[src/rtl/sem_pkg.sv]
`timescale 1ns / 1ps
`default_nettype none
// ----------------------------------------------------------------------------
// sem_pkg
// types and constants shared by the sobel edge magnitude blocks
// ----------------------------------------------------------------------------
package sem_pkg;

    localparam int CHAN_W   = 8;
    localparam int PIX_W    = 3 * CHAN_W;
    localparam int FW_W     = 12;
    localparam int FH_W     = 16;
    localparam int CNT_W    = 32;
    localparam int GRAD_W   = 11;
    localparam int SQ_W     = 22;
    localparam int ROOT_W   = 17;
    localparam int CFG_DATA_W = 16;

    typedef enum logic [0:0] {
        CFG_FRAME_WIDTH  = 1'b0,
        CFG_FRAME_HEIGHT = 1'b1
    } cfg_reg_t;

    typedef logic signed [GRAD_W-1:0] grad_t;

    typedef struct packed {
        logic              border;
        logic              frame_end;
        logic [PIX_W-1:0]  center;
        grad_t [2:0]       gv;
        grad_t [2:0]       gh;
    } entry_t;

    // p + 2q + r - s - 2t - u on 8-bit samples
    function automatic grad_t grad3(input logic [CHAN_W-1:0] p, input logic [CHAN_W-1:0] q,
                                    input logic [CHAN_W-1:0] r, input logic [CHAN_W-1:0] s,
                                    input logic [CHAN_W-1:0] t, input logic [CHAN_W-1:0] u);
        grad_t sum;
        sum = grad_t'(p) + (grad_t'(q) <<< 1) + grad_t'(r)
            - grad_t'(s) - (grad_t'(t) <<< 1) - grad_t'(u);
        return sum;
    endfunction

endpackage
`default_nettype wire

[src/rtl/sem_fifo.sv]
`timescale 1ns / 1ps
`default_nettype none
// ----------------------------------------------------------------------------
// sem_fifo
// two-entry request queue between front and back
// ----------------------------------------------------------------------------
module sem_fifo
    import sem_pkg::*;
(
    input  wire logic   clk,
    input  wire logic   rst_n,
    input  wire logic   wr,
    input  wire entry_t wr_data,
    output logic        is_full,
    input  wire logic   rd,
    output entry_t      rd_data,
    output logic        is_empty
);

    entry_t      mem_reg [2];
    logic        wptr_reg;
    logic        rptr_reg;
    logic [1:0]  count_reg;
    logic        do_wr;
    logic        do_rd;

    assign is_full  = count_reg == 2'd2;
    assign is_empty = count_reg == 2'd0;
    assign do_wr    = wr && !is_full;
    assign do_rd    = rd && !is_empty;
    assign rd_data  = mem_reg[rptr_reg];

    always_ff @(posedge clk)
    begin
        if (do_wr)
        begin
            mem_reg[wptr_reg] <= wr_data;
        end
    end

    always_ff @(posedge clk or negedge rst_n)
    begin
        if (!rst_n)
        begin
            wptr_reg  <= 1'b0;
            rptr_reg  <= 1'b0;
            count_reg <= '0;
        end
        else
        begin
            if (do_wr)
            begin
                wptr_reg <= !wptr_reg;
            end
            if (do_rd)
            begin
                rptr_reg <= !rptr_reg;
            end
            count_reg <= count_reg + 2'(do_wr) - 2'(do_rd);
        end
    end

endmodule
`default_nettype wire

[config.mk]
export PLATFORM = sky130hd
export DESIGN_NAME = sem_fifo
export DESIGN_NICKNAME = d
export VERILOG_FILES = /design/src/rtl/sem_pkg.sv /design/src/rtl/sem_fifo.sv
export SDC_FILE = /design/constraint.sdc
export NUM_CORES = 1
export LEC_CHECK = 0
export BUFFER_PORTS_ARGS = -buffer_cell sky130_fd_sc_hd__buf_2
export CAP_MARGIN = 10
export CORE_MARGIN = 3
export CORE_UTILIZATION = 30
export DETAILED_ROUTE_END_ITERATION = 6
export SETUP_SLACK_MARGIN = 0.15
export SLEW_MARGIN = 15
export SYNTH_ARGS = -nofsm -noshare
export SYNTH_HDL_FRONTEND = slang
export SYNTH_SLANG_ARGS = --single-unit
[constraint.sdc]
create_clock -name clk -period 15.2 [get_ports clk]
set_input_delay 1.52 -clock clk [delete_from_list [all_inputs] [get_ports clk]]
set_output_delay 1.52 -clock clk [all_outputs]
set_load 0.01 [all_outputs]
==> results.toml, run 1 <==
[status]
status = "completed"

[synthesis]
yosysTopAreaCell = "edfxtp_1"
yosys_warnings = 0
syn_area_um2 = 7120
yosysUniqueCellTypes = 16
synth_area_leaders = "edfxtp_1 78%, mux2_4 15%, mux2_2 3.5%"
synth_top_area_share = 0.776
postSynthCellCount = 304
synth-seq-cells = 188
synth-seq-area-share = 0.790
synth.avg_cell_area_um2 = 23.4
syn-num-nets = 402

[worst_setup_path]
criticalPathCategory = "register to output port"
cp-end-kind = "output port"
crit_path_start_kind = "register"
r2r-end = "mem_reg[0][52]"
worstReg2RegStart = "count_reg[1]"
critPathRequiredTime_ns = 13.68
crit_start = "rptr_reg"
critical_path.max_fanout = 52
reg2reg_slack_ns = 12.79
crit_end = "rd_data[82]"
cp_data_arrival_time_ns = 2.71
r2r_cells = 5

[sta]
fin_crit_sh = 0.278
maxSlewViolCount = 0
clock_skew_ns = 0.0195
final.setup.tns_ns = 0
fin_hold_ws_ns = 0.503
rsz0062_at_grt = "false"
hold_viol = 0
finalWorstSetupSlack_ns = 10.97
max_slew_margin = 0.379
clock.fmax_mhz = 237
setup_viol = 0
worstMarginPinSlew_ns = 0.932
min_period_ns = 4.23

[clock_tree]
cts_tree = "done"
clockRootBuffer = "clkbuf_16"
hold_buffers = 0
clk_pin_slew_ns = 0.07
cts_setup_buffers = 0
clock_path_buffers = 2
insertion_delay_ns = 0.42
cts_buffers = 17
cts_resized = 0
htreeDepth = 4
clock-sinks = 188

[placement]
dpl.hpwl_mm = 9.21
post-place-ws_ns = 11.34
place.gp.congestion = 0.700
port-buffer-count = 189

[cells_and_area]
final_common_cell = "buf_2"
filler_cell_count = 2139
utilization = 0.391
largest_register_ffs = 184
syn_to_final_growth_pct = 26.3
nets = 604
layout_common_cells = "189 x buf_2, 184 x edfxtp_1, 70 x mux2_4"
layout-drive-gt1-share = 0.605
diodes = 0
multi_input_area_um2 = 1400
regArea_um2 = 5630

[drt]
drtAntennaViolNets = 0
viasPerCell = 4.17
routed_wl_mm = 13.4
vias = 3467
drtIter0Drc = 139
drtPass1Iterations = 4
drc = 0
wl_per_cell_um = 16.1

[flow_run]
drv_cap = 0

[global_routing]
antenna_found_initial = 0
grt.total_usage = 0.105
grt_pass1_wl_mm = 20.7
grt-ovfl-total = 0
grt_pass1_vias = 3870
grt_max_degree = 53

[die]
start_util = 0.310
ios = 190
die_y_um = 160
dieArea_um2 = 25600
core_area_um2 = 23000
num_rows = 55
die_w_um = 160

[power_and_ir_drop]
ir_worst_vdd_mv = 0.0788
p_leak_nw = 3.52
power_density_nw_per_um2 = 191

[hold_path]
min_path_type = "register to register"
==> metrics by stage <==
| stage | total power, W | area, µm² | instances |
|---|---|---|---|
| 6_report | 0.00172 | 8990 | 832 |
| 5_1_grt | 0.00181 | 8990 | 832 |
| 4_1_cts | 0.00176 | 8990 | 832 |
| 3_5_place_dp | 0.00131 | 8410 | 800 |
| 3_3_place_gp | 0.00130 | 8410 | 800 |
| 2_1_floorplan | 0.00114 | 7120 | 304 |
==> worst min-delay path by stage <==
stage                            start      endpoint  cells past startpoint
after global placement    count_reg[1]  count_reg[1]                      1
after floorplan               wptr_reg      wptr_reg                      1
after detailed placement  count_reg[1]  count_reg[1]                      1
after CTS                 count_reg[1]  count_reg[1]                      1
after global routing      count_reg[1]  count_reg[1]                      1
final                     count_reg[1]  count_reg[1]                      1
==> layer usage <==
layer  share of wire  global-route usage  up-vias
met5               0                   0        -
li1                -                   -     1603
met4          0.0095              0.0371        0
met3           0.075              0.0423        9
met2            0.51               0.182      126
met1            0.41               0.117     1729
==> layout make-up <==
| class | count | share of cell area |
|---|---|---|
| Clock buffer | 20 | 0.0486 |
| Tap cell | 313 | 0.0436 |
| Multi-Input combinational cell | 104 | 0.156 |
| Timing Repair Buffer | 193 | 0.109 |
| Inverter | 2 | 0.000835 |
| Clock inverter | 12 | 0.0161 |
| Sequential cell | 188 | 0.626 |
==> power by group <==
| part | internal (W) | switching, W | leakage, nW |
|---|---|---|---|
| Combinational | 0.000266 | 0.000252 | 1.48 |
| Sequential | 0.000710 | 0.0000537 | 1.75 |
| Clock | 0.000258 | 0.000181 | 0.281 |
| Total | 0.00123 | 0.000486 | 3.52 |
==> cells by family after synthesis <==
kind of cell | count (synthesis) | synth area share
buf+inv | 12 | 0.0146
mux | 92 | 0.182
xor+xnor | 4 | 0.00492
simple gates | 6 | 0.00422
flops | 188 | 0.790
fa+ha+maj | 2 | 0.00351
==> critical path, stage by stage, from the launching register on <==
cell and delay, ns:
dfrtp_4 0.86, buf_4 0.86, mux2_2 0.41, buf_2 0.14
==> synth_stat cells <==
cell type / n
edfxtp_1: 184
mux2_4: 70
mux2_2: 22
buf_6: 7
dfrtp_1: 4
xnor2_1: 3
buf_2: 2
ha_1: 2
inv_1: 2
nor2_1: 2
and3_1: 1
buf_4: 1
nand2_1: 1
nand2b_1: 1
nor2b_1: 1
xor2_1: 1
Note: power is estimated with default switching activity, not from simulation.
==> run 2, diff against run 1 <==
==> constraint.sdc (replaced) <==
create_clock -name clk -period 4.1 [get_ports clk]
set_input_delay 0.41 -clock clk [delete_from_list [all_inputs] [get_ports clk]]
set_output_delay 0.41 -clock clk [all_outputs]
set_load 0.01 [all_outputs]
==> results.toml, run 2 (synthesized netlist as in run 1, its figures left out) <==
[die]
start_util = 0.310
dieArea_um2 = 25600
die_y_um = 160
die_w_um = 160
num_rows = 55
core_area_um2 = 23000
ios = 190

[clock_tree]
clock_path_buffers = 2
clk_pin_slew_ns = 0.07
cts_tree = "done"
clockRootBuffer = "clkbuf_16"
htreeDepth = 4
cts_buffers = 17
clock-sinks = 188
hold_buffers = 1
insertion_delay_ns = 0.41
cts_resized = 0
cts_setup_buffers = 0

[hold_path]
min_path_cells = 1
min_path_type = "input port to register"
hold_path_end = "mem_reg[1][49]"
hold_start = "wr_data[49]"

[sta]
hold_viol = 0
rsz0062_at_grt = "false"
max_slew_margin = 0.364
clock.fmax_mhz = 374
maxSlewViolCount = 0
setup_viol = 0
min_period_ns = 2.68
fin_crit_sh = 0.653
clock_skew_ns = 0.00601
worstMarginPinSlew_ns = 0.954
final.setup.tns_ns = 0

[drt]
wl_per_cell_um = 16.0
drtPass1Iterations = 4
viasPerCell = 4.15
routed_wl_mm = 13.3
vias = 3464
drc = 0
drtAntennaViolNets = 0
drtIter0Drc = 131

[worst_setup_path]
worst-path-buf-inv = 2
cp_data_arrival_time_ns = 2.27
criticalPathCategory = "register to output port"
r2r-end = "mem_reg[1][62]"
reg2reg_slack_ns = 1.89
slowest_delay_ns = 0.85
cp-end-kind = "output port"
crit_family = "flip-flops"
worstReg2RegStart = "count_reg[1]"
critical_path.max_fanout = 35
cp_cell_sequence = "buf_4 -> mux2_2 -> buf_2"
critPathRequiredTime_ns = 3.69
crit_path_start_kind = "register"
crit_start = "rptr_reg"
slowest_stage = "dfrtp_4"
r2r_cells = 3

[cells_and_area]
diodes = 0
layout_common_cells = "189 x buf_2, 184 x edfxtp_1, 70 x mux2_4"
final_common_cell = "buf_2"
nets = 606
syn_to_final_growth_pct = 26.9
layout-drive-gt1-share = 0.612
largest_register_ffs = 184

[power_and_ir_drop]
ir_worst_vdd_mv = 0.588
power_density_nw_per_um2 = 711
power.total_w = 0.00642
p_leak_nw = 3.53

[global_routing]
antenna_found_initial = 3
grt_pass1_vias = 3804
grt_pass1_wl_mm = 20.8
grt_max_degree = 69
grt-ovfl-total = 0
grt.total_usage = 0.105

[placement]
place.gp.congestion = 0.731
dpl.hpwl_mm = 9.17
port-buffer-count = 189

[status]
status = "completed"

[flow_run]
drv_cap = 0
run 2: final cells by class:
cell class | count | area (µm²)
Clock inverter | 10 | 126
Tap cell | 313 | 392
Inverter | 2 | 7.51
Fill cell | 2116 | 13900
Multi-Input combinational cell | 104 | 1400
Timing Repair Buffer | 195 | 1010
Clock buffer | 22 | 474
Sequential cell | 188 | 5630
run 2: worst max path at each step:
stage                     cells after the start       endpoint  slack, ns
after floorplan                               3  mem_reg[0][0]       0.68
after global placement                        3     rd_data[1]       1.85
after detailed placement                      3     rd_data[0]       1.83
after CTS                                     3     rd_data[0]       1.35
after global routing                          3     rd_data[0]       1.29
final                                         3     rd_data[0]       1.42
run 2: metal layers:
layer / GRT usage / routed length [µm] / up-vias
li1: - / - / 1606
met1: 0.121 / 5400 / 1721
met2: 0.178 / 6840 / 115
met3: 0.0441 / 912 / 16
met4: 0.0320 / 136 / 6
met5: 0 / 28 / -
run 2: worst reg2reg max path: stages (launching register included):
cell and delay [ns]:
dfrtp_1 0.40, nand2b_1 0.12, and3_4 0.84, buf_4 0.51
run 2: power by group:
| part | internal [W] | leakage (nW) | total (W) | switching [W] |
|---|---|---|---|---|
| combinational | 0.000996 | 1.50 | 0.00194 | 0.000942 |
| clock | 0.000958 | 0.284 | 0.00166 | 0.000702 |
| sequential | 0.00263 | 1.75 | 0.00283 | 0.000195 |
run 2: through the flow:
stage	util	instances	hold WS [ns]	setup slack, ns	cell area (µm²)
2_1_floorplan	-	304	0.114	0.676	7120
3_3_place_gp	0.367	801	0.227	1.85	8430
3_5_place_dp	0.367	801	0.230	1.83	8430
4_1_cts	0.393	834	0.148	1.35	9040
5_1_grt	0.393	834	0.148	1.29	9040
6_report	0.393	834	0.176	1.42	9040
==> run 3, diff against run 2 <==
==> constraint.sdc (replaced) <==
create_clock -name clk -period 2.62 [get_ports clk]
set_input_delay 0.262 -clock clk [delete_from_list [all_inputs] [get_ports clk]]
set_output_delay 0.262 -clock clk [all_outputs]
set_load 0.01 [all_outputs]
==> results.toml, run 3 (synthesized netlist as in run 1, its figures left out) <==
[clock_tree]
clockRootBuffer = "clkbuf_16"
clock-sinks = 188
cts_buffers = 17
htreeDepth = 4
clk_pin_slew_ns = 0.07
clock_path_buffers = 2
insertion_delay_ns = 0.42
cts_resized = 0
cts_tree = "done"
cts_setup_buffers = 0

[worst_setup_path]
crit_path_start_kind = "register"
critical_path.max_fanout = 48
cp-end-kind = "output port"
reg2reg_slack_ns = 0.84
critPathRequiredTime_ns = 2.36
cp_data_arrival_time_ns = 1.75
criticalPathCategory = "register to output port"
r2r_cells = 4

[drt]
wl_per_cell_um = 16.0
drtPass1Iterations = 4
drtAntennaViolNets = 0
vias = 3494
viasPerCell = 4.12
routed_wl_mm = 13.5
drtIter0Drc = 146
drc = 0

[sta]
rsz0062_at_grt = "false"
max_slew_margin = 0.523
maxSlewViolCount = 0
fin_crit_sh = 0.768
min_period_ns = 2.01
final.setup.tns_ns = 0
setup_viol = 0
finalWorstSetupSlack_ns = 0.607
clock.fmax_mhz = 497
clock_skew_ns = 0.00731
hold_viol = 0
worstMarginPinSlew_ns = 0.715

[die]
start_util = 0.310
dieArea_um2 = 25600
die_y_um = 160
num_rows = 55
ios = 190
die_w_um = 160
core_area_um2 = 23000

[power_and_ir_drop]
power_density_nw_per_um2 = 1140
swShare = 0.277
p_leak_nw = 3.64
ir_worst_vdd_mv = 0.447
switching_power_w = 0.00292
power.clock.fraction = 0.284
pwr-share-seq = 0.407
combPwrFrac = 0.309
internal_power_w = 0.00762

[cells_and_area]
regArea_um2 = 5630
filler_cell_count = 2130
multi_input_area_um2 = 1400
layout_common_cells = "189 x buf_2, 184 x edfxtp_1, 70 x mux2_4"
final_common_cell = "buf_2"
syn_to_final_growth_pct = 30.3
largest_register_ffs = 184
layout-drive-gt1-share = 0.598
nets = 618

[global_routing]
grt_pass1_vias = 3900
grt_pass1_wl_mm = 21.2
grt-ovfl-total = 0
antenna_found_initial = 3
grt.total_usage = 0.107
grt_max_degree = 58

[flow_run]
drv_cap = 0

[hold_path]
min_path_type = "input port to register"
min_path_cells = 1

[placement]
place.gp.congestion = 0.674
port-buffer-count = 189
post-place-ws_ns = 0.822
dpl.hpwl_mm = 9.25

[status]
status = "completed"
-- run 3: cell types whose count changed in the layout (fill, tap and decap cells not counted), moves of 2 or more --
| cell | change |
|---|---|
| clkbuf_8 | -3 |
| diode_2 | +2 |
| bufinv_16 | +5 |
| clkinv_1 | +2 |
| buf_12 | +2 |
| clkinvlp_4 | -3 |
| dlygate4sd3_1 | +11 |
-- run 3: per-stage QoR --
stage,hold slack [ns],util,cell area (µm²),instances,total power (W)
3_3_place_gp,0.0694,0.368,8460,802,0.00760
6_report,0.0319,0.403,9270,848,0.0105
4_1_cts,0.000129,0.403,9260,845,0.0107
3_5_place_dp,0.0781,0.368,8460,802,0.00769
5_1_grt,0.00229,0.403,9270,847,0.0111
2_1_floorplan,-0.0336,-,7130,304,0.00656
-- run 3: layer usage --
layer | GRT usage | part of all wire | up-vias
met5 | 0 | 0.0020 | -
li1 | - | - | 1633
met3 | 0.0467 | 0.077 | 17
met1 | 0.123 | 0.42 | 1714
met4 | 0.0367 | 0.012 | 4
met2 | 0.179 | 0.49 | 126
-- run 3: path summary, 6_finish.rpt --
path | startpoint | end
max | rptr_reg | rd_data[15]
min | wr_data[69] | mem_reg[1][69]
max reg2reg | count_reg[1] | mem_reg[0][55]
min reg2reg | count_reg[1] | count_reg[1]
max in group asynchronous | rst_n | rptr_reg
min in group asynchronous | rst_n | count_reg[0]
-- run 3: power groups by stage --
stage	combinational (W)	sequential [W]	clock (W)
2_1_floorplan	0.00225	0.00431	0
3_3_place_gp	0.00328	0.00432	0
3_5_place_dp	0.00333	0.00436	0
4_1_cts	0.00335	0.00429	0.00308
5_1_grt	0.00352	0.00434	0.00322
6_report	0.00326	0.00429	0.00299
-- run 3: what timing repair did --
action                                  in CTS  in global routing
endpoints found under the setup margin       0                  0
hold buffers                                11                  1
endpoints found under the hold margin       22                  1
-- run 3: final cells by class --
| class | count | area share |
|---|---|---|
| Timing Repair Buffer | 207 | 0.124 |
| Inverter | 2 | 0.000809 |
| Tap cell | 313 | 0.0422 |
| Clock buffer | 18 | 0.0463 |
| Sequential cell | 188 | 0.607 |
| Clock inverter | 14 | 0.0282 |
| Antenna cell | 2 | 0.000540 |
| Multi-Input combinational cell | 104 | 0.151 |
-- run 3: worst max-delay path, stage by stage (launching register included) --
cell	delay, ns
dfrtp_4	0.45
buf_12	0.30
mux2_4	0.35
buf_2	0.14
